`config.mk`:
```
export PLATFORM = sky130hd
export DESIGN_NAME = saf_window_cmp
export DESIGN_NICKNAME = d
export VERILOG_FILES = /design/src/rtl/saf_pkg.sv /design/src/rtl/saf_window_cmp.sv
export SDC_FILE = /design/constraint.sdc
export NUM_CORES = 1
export LEC_CHECK = 0
export ABC_AREA = 0
export BUFFER_PORTS_ARGS = -buffer_cell sky130_fd_sc_hd__buf_2
export CORE_MARGIN = 4
export CORE_UTILIZATION = 56
export DETAILED_ROUTE_END_ITERATION = 7
export GPL_ROUTABILITY_DRIVEN = 0
export MAX_ROUTING_LAYER = met4
export PLACE_DENSITY_LB_ADDON = 0.2
export SYNTH_ARGS = -nofsm -noshare
export SYNTH_HDL_FRONTEND = slang
export SYNTH_SLANG_ARGS = --single-unit
```
`constraint.sdc`:
```
create_clock -name vclk -period 5.3
set_clock_uncertainty 0.2 [all_clocks]
set_input_delay 0 -clock vclk [all_inputs]
set_output_delay 0 -clock vclk [all_outputs]
set_load 0.01 [all_outputs]
```
`src/rtl/saf_pkg.sv`:
```
`timescale 1ns / 1ps

package saf_pkg;

  localparam int unsigned IGNORE_DEPTH_DEF = 128;
  localparam int unsigned FRAME_CAP        = 16;
  localparam int unsigned ADDR_W           = 64;
  localparam int unsigned HALF_W           = 8;
  localparam int unsigned LIMIT_W          = 5;
  localparam int unsigned COUNT_W          = 32;

  localparam logic [HALF_W-1:0]  HALF_WIDTH_RST  = 8'd15;
  localparam logic [LIMIT_W-1:0] FRAME_LIMIT_RST = 5'd10;

  // operation codes
  localparam logic [1:0] OP_ADD          = 2'd0;
  localparam logic [1:0] OP_CLEAR_TABLE  = 2'd1;
  localparam logic [1:0] OP_FRAME        = 2'd2;
  localparam logic [1:0] OP_CLEAR_COUNTS = 2'd3;

  // configuration register indexes
  localparam logic [1:0] REG_IMAGE_START = 2'd0;
  localparam logic [1:0] REG_IMAGE_END   = 2'd1;
  localparam logic [1:0] REG_HALF_WIDTH  = 2'd2;
  localparam logic [1:0] REG_FRAME_LIMIT = 2'd3;

  typedef struct packed {
    logic [1:0]        op;
    logic [ADDR_W-1:0] address;
    logic              last_frame;
  } saf_in_t;

  typedef struct packed {
    logic               status;
    logic               sample_done;
    logic               sample_in_image;
    logic [COUNT_W-1:0] image_count;
    logic [COUNT_W-1:0] other_count;
    logic [7:0]         ignored_count;
  } saf_out_t;

  typedef struct packed {
    logic busy;
    logic finish;
    logic matched;
  } saf_scan_status_t;

endpackage

```
`src/rtl/saf_window_cmp.sv`:
```
`timescale 1ns / 1ps

module saf_window_cmp (
  input  logic [saf_pkg::ADDR_W-1:0] address,
  input  logic [saf_pkg::ADDR_W-1:0] center,
  input  logic [saf_pkg::HALF_W-1:0] half_width,
  output logic                       in_window
);

  logic [saf_pkg::ADDR_W-1:0] delta;

  // a clamped window is the same as distance <= half width
  always_comb begin
    if (address >= center) begin
      delta = address - center;
    end else begin
      delta = center - address;
    end
    in_window = (delta[saf_pkg::ADDR_W-1:saf_pkg::HALF_W] == '0) &&
                (delta[saf_pkg::HALF_W-1:0] <= half_width);
  end

endmodule

```
==> flow_metrics.env <==
export IMPL_initial_utilization=0.579
export IMPL_worst_setup_path_type="in2out"
export IMPL_antenna_found_initial=0
export IMPL_whs_path_depth=5
export IMPL_timing_final_crit_share=1.02
export IMPL_relSlewSlack=0.410
export IMPL_netlist_instances=1415
export IMPL_synth_fp_nets=1688
export IMPL_min_path_type="in2out"
export IMPL_hold_end="in_window"
export IMPL_crit_path_end_kind="output port"
export IMPL_postLayoutSetupSlackWorst_ps=-119
export IMPL_overflow=0
export IMPL_ys_types=104
export IMPL_avgSynthCellArea_um2=6.57
export IMPL_cpMostUsedCell="buf_4"
export IMPL_first_iter_violations=1676
export IMPL_drv_cap=0
export IMPL_slowest_stage="fa_2"
export IMPL_seq_cell_count=0
export IMPL_ys_seq_area_frac=0
export IMPL_tightest_slew_ps=878
export IMPL_finalHoldViolCount=0
export IMPL_outcome="complete, but fails checks"
export IMPL_drv_slew=0
export IMPL_ioPinCount=137
export IMPL_min_period_ps=5420
export IMPL_die_area_um2=18700
export IMPL_worstHoldStart="center[61]"
export IMPL_tns_ps=-119
export IMPL_grt_pass1_wl_mm=51.6
export IMPL_arrival_ps=5220
export IMPL_register_area_um2=0
export IMPL_drt_pre_antenna_iters=8
export IMPL_viasPerCell=6.47
export IMPL_coreArea_um2=16100
export IMPL_drive_gt1_frac=0.195
export IMPL_grt_max_degree=19
export IMPL_crit_fanout=3
export IMPL_grt_usage=0.338
export IMPL_drc=3
export IMPL_port_buffers=137
export IMPL_max_stage_delay_ps=390
export IMPL_setup_violations=1
export IMPL_rsz0062_at_grt="true"
export IMPL_avgRoutedWirePerCell_um=17.8
export IMPL_clkbuf_count=0
export IMPL_max_freq_ghz=0.185
export IMPL_violations="DRC, setup timing"
export IMPL_drtAntennaViolNets=0
export IMPL_syn_area_um2=9300
export IMPL_die_w_um=137
export IMPL_yosys_warnings=0
export IMPL_grt_pass1_vias=10800
export IMPL_crit_path_start_kind="input pin"
export IMPL_whs_ps=654
export IMPL_syn_to_final_growth_pct=13.6
export IMPL_vias=11600
export IMPL_fin_nets=1853
export IMPL_fp_dieH_um=137
export IMPL_num_rows=46
export IMPL_place_hpwl_mm=26.9
export IMPL_cp_required_ps=5100
export IMPL_routed_wl_mm=31.9
-- cell families after synthesis --
kind of cell               Yosys count  synth area share
AOI/OAI and AO/OA                  557             0.396
and+or+nand+nor                    415             0.225
buffers and inverters              222             0.111
adders and majority gates          137             0.186
xor gates and xnor gates            72            0.0678
muxes                               12            0.0137
-- timing repair --
action                     4_1_cts  5_1_grt
resized for setup               13        7
hold endpoints to repair         0        0
setup endpoints to repair        1        1
hold buffers                     0        0
pin swaps                       21       11
setup buffers                    2        1
-- Yosys cell counts, drive strengths merged, types with 6 or more instances --
library cell / n / share of area
a211o: 7 / 0.0069
a211oi: 17 / 0.016
a21boi: 12 / 0.0097
a21o: 37 / 0.030
a21oi: 197 / 0.11
a221oi: 10 / 0.013
a31oi: 12 / 0.0094
and2: 10 / 0.0074
and3: 11 / 0.0075
and4: 7 / 0.0071
buf: 43 / 0.030
clkbuf: 19 / 0.016
ha: 135 / 0.18
inv: 160 / 0.065
mux2i: 9 / 0.0097
nand2: 119 / 0.049
nand2b: 8 / 0.0054
nand3: 23 / 0.012
nand4: 54 / 0.037
nor2: 98 / 0.040
nor2b: 9 / 0.0063
nor3: 34 / 0.019
nor4: 16 / 0.012
o211ai: 17 / 0.015
o21a: 27 / 0.024
o21ai: 123 / 0.070
o21bai: 30 / 0.024
o221ai: 7 / 0.0073
o22ai: 6 / 0.0040
o31ai: 9 / 0.0073
or3: 8 / 0.0055
xnor2: 46 / 0.043
xor2: 26 / 0.024
-- layout by cell type (no fill, tap or decap), drive strengths merged, types with 7 or more instances in the layout --
cell type	instances
a211oi	17
ha	135
nand2b	8
o21bai	30
a21boi	12
o21a	27
and4	7
xnor2	46
o21ai	123
nor2	98
xor2	26
or3	8
mux2i	9
o211ai	17
a31oi	12
a21oi	197
buf	225
nor4	16
a21o	37
and3	11
a211o	7
inv	160
nor2b	9
nand3	23
nor3	34
nand2	119
a221oi	10
o31ai	9
and2	10
o221ai	7
nand4	54
-- layout make-up --
class                           instances  area, µm²
Antenna cell                            1       2.50
Fill cell                            1557       5500
Inverter                              160        603
Multi-Input combinational cell       1193       8330
Tap cell                              216        270
Timing Repair Buffer                  225       1360
-- critical path: cells and delay by family --
family | cells | cell delay (ps)
AO/OA/AOI/OAI | 12 | 1980
AND/OR/NAND/NOR | 6 | 1290
adder cells (fa/ha/maj) | 3 | 790
buffers and inverters | 7 | 740
multiplexers | 1 | 290
XOR/XNOR | 1 | 110
-- how the worst max path moves through the flow --
stage,from,end,depth (start not counted),slack [ps]
detailed placement,address[0],in_window,29,-330
global placement,address[0],in_window,29,-180
global route,address[0],in_window,29,-370
finish,address[0],in_window,30,-120
floorplan,address[0],in_window,27,170
CTS,address[0],in_window,29,-10
-- metrics by stage --
step,worst slack (ps),cells,instance area (µm²),utilization
detailed placement,-328,1791,10500,0.651
finish,-119,1795,10600,0.657
floorplan,165,1415,9300,-
global placement,-184,1791,10500,0.651
global route,-366,1794,10600,0.657
CTS,-10.7,1793,10500,0.655
-- per-layer routing --
layer,vias to the layer above,GRT usage,share of wire
met2,818,0.534,0.43
met4,0,0.109,0.039
met5,-,-,0
met1,5164,0.447,0.41
met3,148,0.0430,0.12
li1,5479,-,-
