[src/rtl/saf_pkg.sv]
`timescale 1ns / 1ps

package saf_pkg;

  localparam int unsigned IGNORE_DEPTH_DEF = 128;
  localparam int unsigned FRAME_CAP        = 16;
  localparam int unsigned ADDR_W           = 64;
  localparam int unsigned HALF_W           = 8;
  localparam int unsigned LIMIT_W          = 5;
  localparam int unsigned COUNT_W          = 32;

  localparam logic [HALF_W-1:0]  HALF_WIDTH_RST  = 8'd15;
  localparam logic [LIMIT_W-1:0] FRAME_LIMIT_RST = 5'd10;

  // operation codes
  localparam logic [1:0] OP_ADD          = 2'd0;
  localparam logic [1:0] OP_CLEAR_TABLE  = 2'd1;
  localparam logic [1:0] OP_FRAME        = 2'd2;
  localparam logic [1:0] OP_CLEAR_COUNTS = 2'd3;

  // configuration register indexes
  localparam logic [1:0] REG_IMAGE_START = 2'd0;
  localparam logic [1:0] REG_IMAGE_END   = 2'd1;
  localparam logic [1:0] REG_HALF_WIDTH  = 2'd2;
  localparam logic [1:0] REG_FRAME_LIMIT = 2'd3;

  typedef struct packed {
    logic [1:0]        op;
    logic [ADDR_W-1:0] address;
    logic              last_frame;
  } saf_in_t;

  typedef struct packed {
    logic               status;
    logic               sample_done;
    logic               sample_in_image;
    logic [COUNT_W-1:0] image_count;
    logic [COUNT_W-1:0] other_count;
    logic [7:0]         ignored_count;
  } saf_out_t;

  typedef struct packed {
    logic busy;
    logic finish;
    logic matched;
  } saf_scan_status_t;

endpackage

[src/rtl/saf_scan_ctrl.sv]
`timescale 1ns / 1ps

module saf_scan_ctrl #(
  parameter int unsigned IGNORE_DEPTH = saf_pkg::IGNORE_DEPTH_DEF,
  localparam int unsigned CW = $clog2(IGNORE_DEPTH + 1),
  localparam int unsigned AW = (IGNORE_DEPTH > 1) ? $clog2(IGNORE_DEPTH) : 1
) (
  input  logic                      clk,
  input  logic                      rst,
  input  logic                      launch,
  input  logic [CW-1:0]             entries,
  input  logic                      match,
  output logic                      rd_en,
  output logic [AW-1:0]             rd_addr,
  output saf_pkg::saf_scan_status_t scan_st
);

  typedef enum logic [1:0] {
    S_IDLE = 2'b01,
    S_WALK = 2'b10
  } state_t;

  state_t        state, state_next;
  logic [CW-1:0] idx, idx_next;
  logic          pend, pend_next;
  logic          issue;
  logic          hit_w;
  logic          drained;

  always_comb begin
    issue      = (state == S_WALK) && (idx < entries);
    hit_w      = (state == S_WALK) && pend && match;
    drained    = (state == S_WALK) && !pend && !issue;
    rd_en      = issue;
    rd_addr    = idx[AW-1:0];
    state_next = state;
    idx_next   = idx;
    pend_next  = pend;
    case (state)
      S_IDLE: begin
        if (launch) begin
          state_next = S_WALK;
          idx_next   = '0;
          pend_next  = 1'b0;
        end
      end
      S_WALK: begin
        pend_next = issue;
        if (issue) begin
          idx_next = idx + CW'(1);
        end
        if (hit_w || drained) begin
          state_next = S_IDLE;
          pend_next  = 1'b0;
        end
      end
      default: begin
        state_next = S_IDLE;
      end
    endcase
    scan_st.busy    = (state != S_IDLE);
    scan_st.finish  = hit_w || drained;
    scan_st.matched = hit_w;
  end

  always_ff @(posedge clk) begin
    if (rst) begin
      state <= S_IDLE;
      idx   <= '0;
      pend  <= 1'b0;
    end else begin
      state <= state_next;
      idx   <= idx_next;
      pend  <= pend_next;
    end
  end

endmodule

[config.mk]
export PLATFORM = sky130hd
export DESIGN_NAME = saf_scan_ctrl
export DESIGN_NICKNAME = d
export VERILOG_FILES = /design/src/rtl/saf_pkg.sv /design/src/rtl/saf_scan_ctrl.sv
export SDC_FILE = /design/constraint.sdc
export NUM_CORES = 1
export LEC_CHECK = 0
export BUFFER_PORTS_ARGS = -buffer_cell sky130_fd_sc_hd__buf_2
export CAP_MARGIN = 20
export CORE_MARGIN = 10
export CORE_UTILIZATION = 52
export CTS_BUF_LIST = sky130_fd_sc_hd__clkbuf_4
export DETAILED_ROUTE_END_ITERATION = 12
export HOLD_SLACK_MARGIN = 0.1
export PLACE_DENSITY = 0.86
export SYNTH_ARGS = -nofsm -noshare
export SYNTH_HDL_FRONTEND = slang
export SYNTH_SLANG_ARGS = --single-unit
[constraint.sdc]
create_clock -name clk -period 2.7 [get_ports clk]
set_input_delay 0.135 -clock clk [delete_from_list [all_inputs] [get_ports clk]]
set_output_delay 0.135 -clock clk [all_outputs]
set_load 0.03 [all_outputs]
==> results.toml <==
[cells_and_area]
num_antenna_cells = 0
area.growth.synth_to_final_pct = 12.5
stdcell_area_um2 = 891
final_layout_size_suffix_gt1_share_pct = 27.2
nFillCells = 143
fin_nets = 135

[pwr]
vdd_drop_max_mv = 0.241
power_density_nw_per_um2 = 385
power.static_leakage_nw = 0.432

[place]
gp_congestion = 0.787
hpwl_um = 1460
portBuffers = 22
post_dp_cell_area_um2 = 851

[synthesis]
yosys_warnings = 0
synthArstFlopShare_pct = 0
synth-seq-area-share_pct = 27.8
ys_seq_elements = 11
ys.flop_type = "dfxtp_1"
netlist_instances = 97
synth_edf_count = 0
syn_avg_cell_area_um2 = 8.17
synth_area_um2 = 792
syn_nets = 117
ys_types = 32

[drt]
drt_iter0_markers = 15
wl_per_cell_um = 14.8
vias_per_cell = 5.76
num_vias = 749
ant_nets = 0
drc = 0
dr.pass1.iters = 4
wl_um = 1930

[critical_path]
slowest_delay_ns = 0.53
end_kind = "flip-flop"
startpoint = "idx[5]"
cp_slowest_cell = "or4_1"
worstReg2RegStart = "idx[5]"
cp_data_required_time_ns = 2.89
worstPathMaxFanout = 10
crit_chain = "ha_1 > a41oi_1 > o211ai_1 > a311o_1 > or4_1 > a21oi_1"
cp-start-kind = "flip-flop"
arrival_ns = 2.53
setup.worst_path.class = "flip-flop to flip-flop"

[floorplanning]
start_util_pct = 53.8
die_x_um = 59.0
die_h_um = 59.0
io_pins = 23
core_um2 = 1470
fp-row-count = 14
dieArea_um2 = 3480

[cts]
clk_pin_slew_ns = 0.09
cts_tree = "done"
clk_path_buf_depth = 2
cts_num_sinks = 11
root_buffer = "clkbuf_4"
clock_insertion_delay_worst_skew_ns = 0.27
cts_made_buffers = 3
htreeDepth = 1

[sta]
tns_ns = 0
fin_skew_ns = 0.0137
min_period_over_period_pct = 86.7
rsz0062_at_grt = "no"
max_freq_ghz = 0.427
min_period_ns = 2.34
setup_viol_count_final = 0
hold_viol_final = 0
finalMaxSlewViolations = 0
relSlewSlack_pct = 67.7
worst_pin_slew_ns = 0.482

[global_route]
grt_max_degree = 11
grt_pass1_wl_um = 3340
grt_use_total_pct = 11.7
grt_pass1_vias = 767
overflow = 0
antenna_found_initial = 0

[flow_run]
max_cap_violations = 0

[min_path]
hold_path_class = "primary input to flip-flop"
hp-start = "match"

[run_status]
status = "finished, final reports clean"
## power by group
part / leakage [nW] / internal, mW / switching, mW / total [mW]
Clock: 0.0184 / 0.0672 / 0.0624 / 0.130
Sequential: 0.0891 / 0.165 / 0.00282 / 0.168
Combinational: 0.324 / 0.0199 / 0.0259 / 0.0458
## what timing repair did
item | 4_1_cts | 5_1_grt
hold endpoints to repair | 2 | 0
hold buffers | 1 | 0
buffers inserted | 0 | 0
resized for setup | 0 | 0
## routing by layer
layer,vias up,global-route usage [%],wire (um)
met5,-,0,0
li1,380,-,-
met2,35,19.7,910
met1,328,13.6,858
met4,0,5.57,23
met3,6,2.36,133
## metrics by stage
step,total power [mW],setup slack (ns),hold WS (ns),std cells,utilization [%]
after floorplan,0.202,0.376,0.204,97,-
after global placement,0.214,0.477,0.372,125,57.8
after detailed placement,0.215,0.401,0.376,125,57.8
after CTS,0.343,0.380,0.315,130,60.5
after global routing,0.356,0.223,0.342,130,60.5
final,0.343,0.359,0.329,130,60.5
## path summary, 6_finish.rpt
kind | endpoint | slack (ns) | cells after the start
setup / recovery | idx[7] | 0.36 | 6
hold / removal | pend | 0.33 | 4
setup reg to reg | idx[7] | 0.36 | 6
hold reg to reg | idx[7] | 0.50 | 2
## layout make-up
type / instances / area [um^2] / share of cell area (%)
multi-input combinational: 67 / 467 / 52.4
sequential: 11 / 220 / 24.7
tap: 16 / 20.0 / 2.25
clock buffer: 4 / 30.0 / 3.37
timing repair buffer: 23 / 120 / 13.5
inverter: 9 / 33.8 / 3.79
## cells in the final DEF (no fill, tap or decap), types with 2 or more instances in the layout
cell / n
nand2_1: 8
or4_1: 4
clkbuf_4: 4
nand3b_1: 2
dfxtp_1: 11
o211ai_1: 2
a21oi_1: 7
o31ai_1: 2
nor2_1: 4
inv_1: 9
nand2b_1: 5
o21ai_0: 5
buf_2: 22
nand3_1: 2
ha_1: 8
nor2b_1: 2
## flip-flops by register name, summed over array words and instances (netlist names)
register	flops
state	2
idx	8
pend	1
## Yosys cell counts (all sizes together) (2+ instances only)
cell	instances	share of area (%)
nand3	2	1.3
dfxtp	11	28
nand2	8	3.8
nand3b	2	1.9
o211ai	2	1.9
or4	4	3.8
o21ai	5	3.2
ha	8	13
a21oi	7	4.4
buf	10	9.0
o31ai	2	1.9
or3	2	1.7
inv	9	4.3
nor2b	2	1.6
nor2	4	1.9
nand2b	5	3.9
## kinds of logic (layout without fill, tap and decap cells)
group           after synthesis  in the layout  synth area share, %
simple gates                 33             33                 23.7
buf+inv                      19             36                 13.3
xor+xnor                      1              1                 1.11
fa+ha+maj                     8              8                 12.6
flops                        11             11                 27.8
compound gates               25             25                 21.5
## worst max-delay path, delay by kind of cell, from the launching register on
kind                       cells  cell delay [ns]
DFF                            1             0.41
AOI/OAI and AO/OA              4             1.04
adders and majority gates      1             0.27
and+or+nand+nor                1             0.53
(Power assumes the default switching activity.)
